[src/rtl/core/stable_merge_sorter_defines.svh]
// Assertion macros for the sorter RTL.
`ifndef STABLE_MERGE_SORTER_DEFINES_SVH
`define STABLE_MERGE_SORTER_DEFINES_SVH

// Same-cycle implication, held off while reset is asserted.
`define SMS_ASSERT(name, clk, rst_n, ante, cons) \
    name: assert property (@(posedge clk) disable iff (!rst_n) (ante) |-> (cons)) \
        else $error("smsort: check failed");

// Next-cycle implication, held off while reset is asserted.
`define SMS_ASSERT_NEXT(name, clk, rst_n, ante, cons) \
    name: assert property (@(posedge clk) disable iff (!rst_n) (ante) |=> (cons)) \
        else $error("smsort: check failed");

`endif

[src/rtl/core/smsort_pkg.sv]
package smsort_pkg;

    localparam int CAPACITY     = 64;
    localparam int PAYLOAD_BITS = 16;

    localparam int KEY_W  = 32;
    localparam int PAY_W  = 16;
    localparam int REC_W  = KEY_W + PAY_W;
    localparam int ADDR_W = $clog2(CAPACITY);
    localparam int CNT_W  = $clog2(CAPACITY + 1);
    localparam int SUM_W  = CNT_W + 2;

    localparam logic [PAY_W-1:0] PAYLOAD_MASK = (PAYLOAD_BITS >= PAY_W) ?
        {PAY_W{1'b1}} : PAY_W'((64'd1 << PAYLOAD_BITS) - 64'd1);

    typedef struct packed {
        logic [KEY_W-1:0] key;
        logic [PAY_W-1:0] payload;
    } t_rec;

    typedef enum logic [3:0] {
        S_LOAD,
        S_PAIR,
        S_FETCH,
        S_CAPX,
        S_CAPY,
        S_PICK,
        S_EMIT_RD,
        S_EMIT_CAP,
        S_EMIT_OUT
    } t_state;

    // Buffer access request from the sequencer; wr_b/rd_b select buffer B.
    typedef struct packed {
        logic              wr_en;
        logic              wr_b;
        logic [ADDR_W-1:0] wr_addr;
        t_rec              wr_data;
        logic              rd_b;
        logic [ADDR_W-1:0] rd_addr;
    } t_mem_req;

    // True when the left-run record must leave before the right-run record.
    function automatic logic take_left(t_rec x, t_rec y, logic desc);
        logic le;
        logic ge;
        le = $signed(x.key) <= $signed(y.key);
        ge = $signed(x.key) >= $signed(y.key);
        return desc ? ge : le;
    endfunction

endpackage

[src/rtl/core/smsort_ctrl.sv]
`include "stable_merge_sorter_defines.svh"

module smsort_ctrl (
    input  logic                          i_clk,
    input  logic                          i_rst_n,
    input  logic                          i_valid,
    output logic                          o_stall,
    input  logic [smsort_pkg::KEY_W-1:0]  i_key,
    input  logic [smsort_pkg::PAY_W-1:0]  i_payload,
    input  logic                          i_last_in,
    input  logic                          i_cfg_valid,
    input  logic                          i_cfg_data,
    output smsort_pkg::t_mem_req          o_mem,
    input  smsort_pkg::t_rec              i_rd_data,
    output logic                          o_valid,
    input  logic                          i_stall,
    output logic [smsort_pkg::KEY_W-1:0]  o_sorted_key,
    output logic [smsort_pkg::PAY_W-1:0]  o_sorted_payload,
    output logic                          o_last_out,
    output logic                          o_overflow
);
    import smsort_pkg::*;

    t_state             r_state, n_state;
    logic [CNT_W-1:0]   r_count, n_count;
    logic               r_dropped, n_dropped;
    logic               r_desc, n_desc;
    logic               r_valid, n_valid;
    logic               r_src_b, n_src_b;
    logic               r_hx_v, n_hx_v;
    logic               r_hy_v, n_hy_v;
    logic [CNT_W-1:0]   r_n, n_n;
    logic [CNT_W:0]     r_w, n_w;
    logic [CNT_W-1:0]   r_lo, n_lo;
    logic [CNT_W-1:0]   r_mid, n_mid;
    logic [CNT_W-1:0]   r_hi, n_hi;
    logic [CNT_W-1:0]   r_x, n_x;
    logic [CNT_W-1:0]   r_y, n_y;
    logic [CNT_W-1:0]   r_k, n_k;
    logic [CNT_W-1:0]   r_i, n_i;
    t_rec               r_hx, n_hx;
    t_rec               r_hy, n_hy;
    t_rec               r_out, n_out;
    logic               r_last, n_last;
    logic               r_ovf, n_ovf;

    logic               in_acc;
    logic               full;
    logic [CNT_W-1:0]   count_inc;
    logic [SUM_W-1:0]   lo_w;
    logic [CNT_W-1:0]   mid_c;
    logic [SUM_W-1:0]   mid_w;
    logic [CNT_W-1:0]   hi_c;
    logic [CNT_W:0]     w_dbl;
    logic               pick_x;
    t_mem_req           mem;

    assign in_acc    = i_valid && !o_stall;
    assign full      = r_count >= CNT_W'(CAPACITY);
    assign count_inc = full ? r_count : r_count + 1'b1;
    assign lo_w      = SUM_W'(r_lo) + SUM_W'(r_w);
    assign mid_c     = (lo_w < SUM_W'(r_n)) ? CNT_W'(lo_w) : r_n;
    assign mid_w     = SUM_W'(mid_c) + SUM_W'(r_w);
    assign hi_c      = (mid_w < SUM_W'(r_n)) ? CNT_W'(mid_w) : r_n;
    assign w_dbl     = {r_w[CNT_W-1:0], 1'b0};
    assign pick_x    = r_hx_v && (!r_hy_v || take_left(r_hx, r_hy, r_desc));

    always_ff @(posedge i_clk) begin
        if (!i_rst_n) begin
            r_state   <= S_LOAD;
            r_count   <= '0;
            r_dropped <= 1'b0;
            r_desc    <= 1'b0;
            r_valid   <= 1'b0;
            r_src_b   <= 1'b0;
            r_hx_v    <= 1'b0;
            r_hy_v    <= 1'b0;
        end else begin
            r_state   <= n_state;
            r_count   <= n_count;
            r_dropped <= n_dropped;
            r_desc    <= n_desc;
            r_valid   <= n_valid;
            r_src_b   <= n_src_b;
            r_hx_v    <= n_hx_v;
            r_hy_v    <= n_hy_v;
        end
    end

    always_ff @(posedge i_clk) begin
        r_n    <= n_n;
        r_w    <= n_w;
        r_lo   <= n_lo;
        r_mid  <= n_mid;
        r_hi   <= n_hi;
        r_x    <= n_x;
        r_y    <= n_y;
        r_k    <= n_k;
        r_i    <= n_i;
        r_hx   <= n_hx;
        r_hy   <= n_hy;
        r_out  <= n_out;
        r_last <= n_last;
        r_ovf  <= n_ovf;
    end

    always_comb begin
        n_state   = r_state;
        n_count   = r_count;
        n_dropped = r_dropped;
        n_desc    = i_cfg_valid ? i_cfg_data : r_desc;
        n_valid   = r_valid;
        n_src_b   = r_src_b;
        n_hx_v    = r_hx_v;
        n_hy_v    = r_hy_v;
        n_n       = r_n;
        n_w       = r_w;
        n_lo      = r_lo;
        n_mid     = r_mid;
        n_hi      = r_hi;
        n_x       = r_x;
        n_y       = r_y;
        n_k       = r_k;
        n_i       = r_i;
        n_hx      = r_hx;
        n_hy      = r_hy;
        n_out     = r_out;
        n_last    = r_last;
        n_ovf     = r_ovf;

        mem         = '0;
        mem.rd_b    = r_src_b;
        mem.rd_addr = r_x[ADDR_W-1:0];

        unique case (r_state)
            S_LOAD: begin
                if (in_acc) begin
                    if (full) begin
                        n_dropped = 1'b1;
                    end else begin
                        mem.wr_en           = 1'b1;
                        mem.wr_b            = 1'b0;
                        mem.wr_addr         = r_count[ADDR_W-1:0];
                        mem.wr_data.key     = i_key;
                        mem.wr_data.payload = i_payload & PAYLOAD_MASK;
                    end
                    n_count = count_inc;
                    if (i_last_in) begin
                        n_n     = count_inc;
                        n_w     = (CNT_W+1)'(1);
                        n_lo    = '0;
                        n_i     = '0;
                        n_src_b = 1'b0;
                        n_state = (count_inc > CNT_W'(1)) ? S_PAIR : S_EMIT_RD;
                    end
                end
            end
            S_PAIR: begin
                n_mid   = mid_c;
                n_hi    = hi_c;
                n_x     = r_lo;
                n_y     = mid_c;
                n_k     = r_lo;
                n_hx_v  = 1'b0;
                n_hy_v  = 1'b0;
                n_state = S_FETCH;
            end
            S_FETCH: begin
                if (!r_hx_v && (r_x < r_mid)) begin
                    mem.rd_addr = r_x[ADDR_W-1:0];
                    n_x         = r_x + 1'b1;
                    n_state     = S_CAPX;
                end else if (!r_hy_v && (r_y < r_hi)) begin
                    mem.rd_addr = r_y[ADDR_W-1:0];
                    n_y         = r_y + 1'b1;
                    n_state     = S_CAPY;
                end else if (r_hx_v || r_hy_v) begin
                    n_state = S_PICK;
                end else if (r_hi == r_n) begin
                    // pass done: swap buffers, double the run width
                    n_src_b = !r_src_b;
                    n_w     = w_dbl;
                    n_lo    = '0;
                    n_state = (w_dbl >= {1'b0, r_n}) ? S_EMIT_RD : S_PAIR;
                end else begin
                    n_lo    = r_hi;
                    n_state = S_PAIR;
                end
            end
            S_CAPX: begin
                n_hx    = i_rd_data;
                n_hx_v  = 1'b1;
                n_state = S_FETCH;
            end
            S_CAPY: begin
                n_hy    = i_rd_data;
                n_hy_v  = 1'b1;
                n_state = S_FETCH;
            end
            S_PICK: begin
                mem.wr_en   = 1'b1;
                mem.wr_b    = !r_src_b;
                mem.wr_addr = r_k[ADDR_W-1:0];
                mem.wr_data = pick_x ? r_hx : r_hy;
                n_k         = r_k + 1'b1;
                if (pick_x) begin
                    n_hx_v = 1'b0;
                end else begin
                    n_hy_v = 1'b0;
                end
                n_state = S_FETCH;
            end
            S_EMIT_RD: begin
                mem.rd_addr = r_i[ADDR_W-1:0];
                n_state     = S_EMIT_CAP;
            end
            S_EMIT_CAP: begin
                n_out   = i_rd_data;
                n_last  = ({1'b0, r_i} + 1'b1) == {1'b0, r_n};
                n_ovf   = r_dropped;
                n_valid = 1'b1;
                n_state = S_EMIT_OUT;
            end
            S_EMIT_OUT: begin
                if (!i_stall) begin
                    n_valid = 1'b0;
                    if (r_last) begin
                        n_count   = '0;
                        n_dropped = 1'b0;
                        n_state   = S_LOAD;
                    end else begin
                        n_i     = r_i + 1'b1;
                        n_state = S_EMIT_RD;
                    end
                end
            end
            default: begin
                n_state = S_LOAD;
            end
        endcase
    end

    assign o_stall          = (r_state != S_LOAD);
    assign o_mem            = mem;
    assign o_valid          = r_valid;
    assign o_sorted_key     = r_out.key;
    assign o_sorted_payload = r_out.payload;
    assign o_last_out       = r_last;
    assign o_overflow       = r_ovf;

    `SMS_ASSERT(a_valid_only_emit, i_clk, i_rst_n, r_valid, r_state == S_EMIT_OUT)
    `SMS_ASSERT(a_write_slot, i_clk, i_rst_n, mem.wr_en, (r_state == S_LOAD) || (r_state == S_PICK))
    `SMS_ASSERT(a_pick_in_run, i_clk, i_rst_n, r_state == S_PICK, (r_k < r_hi) && (r_hx_v || r_hy_v))
    `SMS_ASSERT(a_count_bound, i_clk, i_rst_n, 1'b1, r_count <= CNT_W'(CAPACITY))
    `SMS_ASSERT_NEXT(a_run_clears, i_clk, i_rst_n, r_valid && !i_stall && r_last, (r_state == S_LOAD) && (r_count == '0) && !r_dropped)

endmodule

[config.mk]
export PLATFORM = sky130hd
export DESIGN_NAME = smsort_ctrl
export DESIGN_NICKNAME = d
export VERILOG_FILES = /design/src/rtl/core/smsort_pkg.sv /design/src/rtl/core/smsort_ctrl.sv
export VERILOG_INCLUDE_DIRS = /design/src /design/src/rtl/core
export SDC_FILE = /design/constraint.sdc
export NUM_CORES = 1
export LEC_CHECK = 0
export BUFFER_PORTS_ARGS = -buffer_cell sky130_fd_sc_hd__buf_2
export CORE_MARGIN = 3
export CORE_UTILIZATION = 45
export CTS_BUF_LIST = sky130_fd_sc_hd__clkbuf_4 sky130_fd_sc_hd__clkbuf_8
export CTS_CLUSTER_SIZE = 28
export DETAILED_ROUTE_END_ITERATION = 16
export HOLD_SLACK_MARGIN = 0.1
export PLACE_DENSITY = 0.64
export RECOVER_POWER = 50
export REMOVE_ABC_BUFFERS = 1
export SLEW_MARGIN = 40
export SYNTH_ARGS = -nofsm -noshare
export SYNTH_HDL_FRONTEND = slang
export SYNTH_SLANG_ARGS = --single-unit
[constraint.sdc]
create_clock -name i_clk -period 7.7 [get_ports i_clk]
set_clock_uncertainty 0.05 [all_clocks]
set_input_delay 1.155 -clock i_clk [delete_from_list [all_inputs] [get_ports i_clk]]
set_output_delay 1.155 -clock i_clk [all_outputs]
set_load 0.005 [all_outputs]
== Yosys cells after proc, flatten, opt, wreduce, memory -nomap -nowiden ==
Cells that the tools add are included.
Storage, ports and cells
  output and inout port bits: 115
  flip-flop bits (word level): 227
  input port bits: 103
  logic and storage cells: 165
Cells by class
  equality and inequality tests: 24
  add/sub/neg operators: 8
  $lt $le $gt $ge: 9
  reduce and logical (&&, ||, !) cells: 32
  multiplexer cells: 67
Operator list (number)
  $mux W7: 17
  $mux W56: 2
  $pmux W56 S2: 1
  $pmux W7 S2: 6
  $mux W48: 1
  $mux W8: 6
  $add A7 B1 Y7 const B: 5
  $ge A32 B32 Y1: 1
  $le A32 B32 Y1: 1
  $ne A2 B2 Y1 const B: 14
  $pmux W4 S6: 1
  $mux W3: 7
  $add A7 B8 Y9: 2
  $lt A9 B7 Y1: 2
  $eq A4 B3 Y1 const B: 4
  $pmux W8 S2: 1
  $lt A7 B7 Y1: 2
  $mux W1: 14
  $mux W4: 3
  $mux W6: 2
  $pmux W6 S2: 1
  $reduce_and A5 Y1: 2
  $reduce_bool A2 Y1: 5
  $reduce_and A3 Y1: 3
  22 further kinds: 37

== Longest topological paths before layout ==
Gate-level depths: netlist of run 1.
  depth in word-level cells: 7
  gate-level depth with buffers: 27
  gate-level depth less buffers: 26

== Worst setup path before layout of run 1 ==
No wires, ideal clock.
  path type: flip-flop to flip-flop
  start point: register r_state[3]
  end point: register r_hy_v
  arrival time: 5909 ps
  data required time: 7571 ps
  buffers on the path: 1
  cell stages (with the launch flop): 4
  period minus slack after synthesis: 6038 ps
  library setup time: 79 ps
  slack: 1662 ps
  path through: dfxtp_1 -> clkbuf_1 -> nor4_1 -> o221a_2
Between the ends
  elaborated cells between the ends (all ways): 7
  classes of those cells: 4 x eq/ne; 1 x mux; 2 x reduce/logical
RTL lines
  start: declaration: line smsort_ctrl.sv:24  | t_state r_state, n_state;
  start signal: assignment: line smsort_ctrl.sv:79  | r_state <= n_state;
  $eq A4 B3 Y1 / $eq A4 B1 Y1 (equally long branches): line smsort_ctrl.sv:135  | unique case (r_state)
  $pmux W1 S3 (*): line smsort_ctrl.sv:135
  named net n_hy_v: line smsort_ctrl.sv:31  | logic r_hy_v, n_hy_v;
  end signal: assignment: line smsort_ctrl.sv:86  | r_hy_v <= n_hy_v;
  end: declaration: line smsort_ctrl.sv:31
Mark *: on every way through the listed nets, which the timed path passes. The rest lies on a longest branch.
A chain may end at the register's enable or synchronous reset.

== Final worst setup path of run 1 ==
  start point: register r_w[0]
  end point: register r_hi[5] (data pin)
Between the ends
  word-level cells in the longest chain between the ends: 6
Ends and longest elaborated chain
  start: declaration: line smsort_ctrl.sv:33  | logic [CNT_W:0] r_w, n_w;
  start signal: assignment: line smsort_ctrl.sv:92  | r_w <= n_w;
  $add A7 B8 Y9 (*): line smsort_ctrl.sv:61  | assign lo_w = SUM_W'(r_lo) + SUM_W'(r_w);
  $lt A9 B7 Y1: line smsort_ctrl.sv:62  | assign mid_c = (lo_w < SUM_W'(r_n)) ? CNT_W'(lo_w) : r_n;
  $mux W7 (*): line smsort_ctrl.sv:62
  named net mid_c[0]: line smsort_ctrl.sv:51  | logic [CNT_W-1:0] mid_c;
  $add A7 B8 Y9 (*): line smsort_ctrl.sv:63  | assign mid_w = SUM_W'(mid_c) + SUM_W'(r_w);
  $lt A9 B7 Y1: line smsort_ctrl.sv:64  | assign hi_c = (mid_w < SUM_W'(r_n)) ? CNT_W'(mid_w) : r_n;
  $mux W7 (*): line smsort_ctrl.sv:64
  named net hi_c[5]: line smsort_ctrl.sv:53  | logic [CNT_W-1:0] hi_c;
  end signal: assignment: line smsort_ctrl.sv:95  | r_hi <= n_hi;
  end: declaration: line smsort_ctrl.sv:36  | logic [CNT_W-1:0] r_hi, n_hi;
Marks and branches as above.

==> flow_summary.yaml, run 1 <==
outcome:
  status: "finished with violations"
  violations: "max-capacitance violations, max-slew violations"
clocking:
  post_cts_buffers: 0
  insertion_delay_ns: 0.53
  htree_levels: 2
  cts_root_buf: "clkbuf_8"
  clkSlewWorstSetupHoldPaths_ns: 0.06
  ctsResizeCount: 0
  holdBufCountCts: 0
  numCtsBuffers: 39
  cts_tree: "yes"
  cts_sinks: 226
  clockBufferDepth: 3
setup_path:
  rrSetupSlack_ns: 1.33
  crit_arrival_ns: 6.60
  path_class: "reg2reg"
  cp_max_fo: 7
  r2r_cells: 26
  cp_data_required_time_ns: 7.92
  cp-end-kind: "register"
  rr_startpoint: "r_w[0]"
  start_kind: "register"
  timing.rr.end: "r_hi[5]"
detailed_routing:
  wl_mm: 30.50
  drtIter0Drc: 489
  drc: 0
  ant_nets: 0
  dr.pass1.iters: 5
  via_count: 8513
  wl_per_cell_um: 19.42
  vias_per_cell: 5.422
cells_and_area:
  area_delta_synth_final_pct: 18.70
  mostFrequentLayoutCells: "209 x edfxtp_1, 156 x buf_2, 100 x nand2_1"
  drive_above_1_share_pct: 20.16
  nFillCells: 2278
  final_cells: 1570
  final_common_cell: "edfxtp_1"
  fin_nets: 1399
  num_antenna_cells: 0
floorplanning:
  ios: 218
  die_h_um: 166.5
  start_util_pct: 45.90
  die_area_um2: 27720
  coreArea_um2: 25250
  die_w_um: 166.5
  rows: 58
logic_synthesis:
  synth_area_leaders: "edfxtp_1 54%, ha_1 9.1%, nand2_1 3.3%, dfxtp_1 2.9%, nand3_1 2.4%"
  synth_ff_type: "edfxtp_1"
  synth-seq-cells: 226
  syn_area_um2: 11590
  synth_area_leader_cell: "edfxtp_1"
  yosys_warnings: 0
  synth_top_area_share_pct: 54.15
  synth-edff-count: 209
  syn_avg_cell_area_um2: 11.80
  ys_seq_area_share_pct: 57.08
  synthArstFlopShare_pct: 0
  yosysUniqueCellTypes: 62
  synthCells: 982
worst_hold_path:
  holdPathStages: 0
  hp-class: "reg2reg"
  hp-start: "r_dropped"
  worstHoldEndpoint: "o_overflow"
timing:
  setup_violations: 0
  finalHoldViolations: 0
  relSlewSlack_pct: -101.9
  worstMarginPinSlew_ns: 3.029
  fin_setup_tns_ns: 0
  fin_crit_sh_pct: 82.76
  slew_violations: 51
  fmax_mhz: 156.9
  grt_setup_unrepaired: "no"
  timing.hold.ws_ns: 0.3924
  fin_crit_ns: 6.373
power_and_ir_drop:
  powerDensity_nw_per_um2: 351.1
  ir_worst_vdd_mv: 0.2055
  p_total_uw: 4830
  power_leakage_uw: 0.005490
place:
  hpwl_mm: 21.96
  io_buffers: 217
  dpl.cell_count: 1499
  gp_congestion: 0.8495
grt:
  antenna_found_initial: 3
  grt_start_max_net_pins: 80
  grt_pass1_vias: 8709
  grt_usage_pct: 21.60
  globalRouteOverflowTotal: 0
  grt_pass1_wl_mm: 47.80
job:
  maxCapViolCount: 1
worst max-delay path, stage by stage, from the launching register on:
cell and delay [ns]:
edfxtp_1 0.45, ha_1 0.26, fa_1 0.40, a21o_1 0.20, a21oi_1 0.23, nor2b_1 0.07, o21ai_0 0.19, nor2b_1 0.20
xnor2_1 0.18, ha_1 0.29, a211oi_1 0.25, o21ai_0 0.29, o21ai_0 0.30, nand2_1 0.13, ha_1 0.22, fa_1 0.40
a21oi_1 0.16, nor2_1 0.06, nor2_1 0.15, o21bai_1 0.08, a21oi_1 0.21, xnor2_1 0.18, ha_1 0.28, a211oi_1 0.19
o21ai_0 0.11, a21o_1 0.27, mux2_2 0.30
sequential cells by signal, summed over array words and instances, names as in the netlist, 4 cells and up:
| signal | flops |
|---|---|
| o_sorted_key | 32 |
| o_sorted_payload | 16 |
| r_count | 7 |
| r_hi | 7 |
| r_hx | 48 |
| r_hy | 48 |
| r_i | 7 |
| r_k | 6 |
| r_lo | 7 |
| r_mid | 7 |
| r_n | 7 |
| r_state | 4 |
| r_w | 8 |
| r_x | 7 |
| r_y | 7 |
per-stage QoR:
step           worst slack, ns  util, %  area [µm²]
2_1_floorplan            1.322        -       11400
3_3_place_gp             1.441    51.42       12990
3_5_place_dp             1.334    51.51       13010
4_1_cts                  1.305    54.81       13840
5_1_grt                 0.7411    54.48       13760
6_report                 1.327    54.48       13760
worst max-delay path by stage:
stage / startpoint / end / slack, ns / cells after the start
3_5_place_dp: r_w[0] / r_hi[2] / 1.33 / 26
2_1_floorplan: r_state[2] / r_hy_v / 1.32 / 3
4_1_cts: r_w[0] / r_hi[2] / 1.30 / 26
6_report: r_w[0] / r_hi[5] / 1.33 / 26
3_3_place_gp: r_w[0] / r_hi[1] / 1.44 / 26
5_1_grt: r_w[0] / r_hi[3] / 0.74 / 26
power breakdown:
part	total [µW]	internal [µW]	switching (µW)
logic	1870	760	1110
clock network	1170	665	500
registers	1790	1620	167
total	4830	3050	1780
Yosys cell counts, types with 19 or more instances:
cell type	n
and3_1	24
clkbuf_1	28
o21ai_0	39
edfxtp_1	209
nor2b_1	19
nand3_1	56
nor2_1	31
o311ai_0	21
a21oi_1	43
nand2_1	101
inv_1	68
xor2_1	19
ha_1	84
xnor2_1	26
kinds of logic (layout without fill, tap and decap cells):
kind of cell | after synthesis | in the layout | synth area share (%)
buffers and inverters | 108 | 366 | 3.843
adders and majority gates | 86 | 86 | 9.413
DFF | 226 | 226 | 57.08
xor gates and xnor gates | 45 | 45 | 3.400
muxes | 26 | 26 | 2.332
AOI/OAI and AO/OA | 217 | 217 | 12.54
and+or+nand+nor | 274 | 274 | 11.39
final cells by class:
| cell class | instances | area, µm² | share of cell area (%) |
|---|---|---|---|
| clock buffers | 49 | 611.8 | 4.447 |
| repair buffers | 227 | 1089 | 7.912 |
| multi-input cells | 648 | 4552 | 33.08 |
| flip-flops and latches | 226 | 6616 | 48.09 |
| clock inverters | 22 | 221.5 | 1.610 |
| inverters | 68 | 255.2 | 1.855 |
| well taps | 330 | 412.9 | 3.001 |
metal layers:
metal	vias up	wire, µm	global-route usage, %
li1	4159	-	-
met1	4042	13040	27.78
met2	264	14450	36.04
met3	42	2353	6.409
met4	6	622	5.631
met5	-	35	0
No activity file was read; power rests on OpenSTA's default activity.
==> run 2, diff against run 1 <==
--- a/config.mk
+++ b/config.mk
@@ -13,7 +13,7 @@
 export CTS_CLUSTER_SIZE = 28
 export DETAILED_ROUTE_END_ITERATION = 16
 export HOLD_SLACK_MARGIN = 0.1
-export PLACE_DENSITY = 0.64
+export PLACE_DENSITY = 0.66
 export RECOVER_POWER = 50
 export REMOVE_ABC_BUFFERS = 1
 export SLEW_MARGIN = 40
==> constraint.sdc (replaced) <==
create_clock -name i_clk -period 5.1 [get_ports i_clk]
set_clock_uncertainty 0.05 [all_clocks]
set_input_delay 0.765 -clock i_clk [delete_from_list [all_inputs] [get_ports i_clk]]
set_output_delay 0.765 -clock i_clk [all_outputs]
set_load 0.005 [all_outputs]
==> flow_summary.yaml, run 2 (synthesized netlist as in run 1, its figures left out) <==
place:
  place_area_um2: 13520
  dpl.cell_count: 1562
  gp_congestion: 0.8938
  io_buffers: 217
  hpwl_mm: 22.72
power_and_ir_drop:
  clkPwrFrac_pct: 20.7
  p_seq_share_pct: 32.7
  powerDensity_nw_per_um2: 563.7
  internal_power_uw: 5256
  power_leakage_uw: 0.005919
  switching_share_pct: 35.92
  p_comb_share_pct: 46.6
  p_sw_uw: 2946
  ir_worst_vdd_mv: 0.2691
setup_path:
  cp_data_required_time_ns: 5.32
  r2r_cells: 26
  cp_max_fo: 7
  crit_path_end: "r_hi[6]"
  timing.rr.end: "r_hi[6]"
  crit_arrival_ns: 5.78
  cp-end-kind: "register"
  crit_start: "r_w[0]"
  rrSetupSlack_ns: -0.45
  start_kind: "register"
  path_class: "reg2reg"
  rr_startpoint: "r_w[0]"
clocking:
  numCtsBuffers: 40
  holdBufCountCts: 0
  clkSlewWorstSetupHoldPaths_ns: 0.06
  cts_root_buf: "clkbuf_8"
  cts_sinks: 226
  cts_tree: "yes"
  clockBufferDepth: 3
  htree_levels: 2
  insertion_delay_ns: 0.54
grt:
  met2_usage_pct: 38.23
  busiest_layer: "met2"
  antenna_found_initial: 2
  grt_usage_pct: 22.59
  grt_start_max_net_pins: 51
  grt_pass1_wl_mm: 50.05
  use_met1_pct: 28.99
  grt_pass1_vias: 9154
  globalRouteOverflowTotal: 0
  met3_usage_pct: 5.934
detailed_routing:
  wl_mm: 31.87
  ant_nets: 0
  dr.pass1.iters: 5
  wl_per_cell_um: 19.22
  via_count: 8973
  drc: 0
  vias_per_cell: 5.412
  drtIter0Drc: 689
cells_and_area:
  final_cells: 1658
  drive_above_1_share_pct: 25.68
  design_area_um2: 14550
  num_antenna_cells: 0
  nFillCells: 2153
  final_common_cell: "edfxtp_1"
  mostFrequentLayoutCells: "209 x edfxtp_1, 136 x buf_2, 99 x nand2_1"
  fin_nets: 1492
  area_delta_synth_final_pct: 25.54
timing:
  finalHoldViolations: 0
  relSlewSlack_pct: -35.70
  worstMarginPinSlew_ns: 2.036
  fin_crit_ns: 5.555
  slew_violations: 50
  fmax_mhz: 180.0
  setup_violations: 7
  timing.hold.ws_ns: 0.4044
  fin_setup_tns_ns: -3.013
  fin_ws_ns: -0.4549
  fin_crit_sh_pct: 108.9
  grt_setup_unrepaired: "yes"
outcome:
  violations: "max-capacitance violations, max-slew violations, negative setup slack"
  status: "finished with violations"
floorplanning:
  coreArea_um2: 25250
  die_area_um2: 27720
  rows: 58
  die_h_um: 166.5
  start_util_pct: 45.90
  die_w_um: 166.5
  ios: 218
worst_hold_path:
  hp-start: "r_dropped"
  hp-class: "reg2reg"
job:
  maxCapViolCount: 2
[run 2: layer usage]
layer	vias up	wire [µm]
met2	305	15540
met3	60	2458
li1	4339	-
met1	4265	13120
met5	-	16
met4	4	737
[run 2: worst max-delay path, cell delays in order (launching register included)]
cell and delay, ns:
edfxtp_1 0.40, ha_2 0.22, fa_2 0.34, a21o_1 0.19, a21oi_2 0.13, nor2b_1 0.06, o21ai_1 0.17, nor2b_4 0.20
xnor2_2 0.13, ha_1 0.27, a211oi_2 0.25, o21ai_2 0.12, o21ai_2 0.17, nand2_1 0.10, ha_2 0.20, fa_2 0.36
a21oi_2 0.16, nor2_1 0.05, nor2_1 0.12, o21bai_1 0.09, a21oi_2 0.21, xnor2_2 0.14, ha_1 0.27, a211oi_2 0.21
o21ai_1 0.08, a21o_2 0.27, mux2_4 0.31
[run 2: how the worst min path moves through the flow]
stage | slack, ns | cells past startpoint | endpoint
floorplan | 0.36 | 0 | o_overflow
global placement | 0.37 | 0 | o_overflow
detailed placement | 0.38 | 0 | o_overflow
CTS | 0.35 | 1 | o_sorted_payload[10]
global route | 0.39 | 1 | o_sorted_payload[7]
finish | 0.40 | 0 | o_overflow
[run 2: through the flow]
| stage | power (µW) | utilization (%) | setup slack, ns |
|---|---|---|---|
| finish | 8202 | 57.62 | -0.4549 |
| global route | 8745 | 57.62 | -0.8183 |
| CTS | 8070 | 57.85 | -0.3923 |
| detailed placement | 5946 | 53.53 | -0.9528 |
| global placement | 5876 | 53.39 | -0.8160 |
| floorplan | 4607 | - | -1.278 |
[run 2: power by group through the flow]
| stage | Combinational, µW | Clock, µW | Sequential [µW] |
|---|---|---|---|
| after global placement | 3170 | 0 | 2700 |
| final | 3820 | 1700 | 2680 |
| after detailed placement | 3240 | 0 | 2710 |
| after CTS | 3670 | 1730 | 2670 |
| after floorplan | 1960 | 0 | 2650 |
| after global routing | 4230 | 1810 | 2710 |
[run 2: cell type report]
| class | instances | area, µm² | share of cell area [%] |
|---|---|---|---|
| repair buffers | 319 | 1817 | 12.48 |
| clock buffers | 56 | 683.2 | 4.695 |
| flip-flops and latches | 226 | 6616 | 45.47 |
| inverters | 68 | 257.7 | 1.771 |
| well taps | 330 | 412.9 | 2.837 |
| clock inverters | 11 | 112.6 | 0.7739 |
| multi-input cells | 648 | 4652 | 31.97 |
[run 2: what timing repair did]
action	in CTS	in global routing
pin swaps	13	13
setup endpoints to repair	7	8
resized for setup	31	10
buffers inserted	27	7
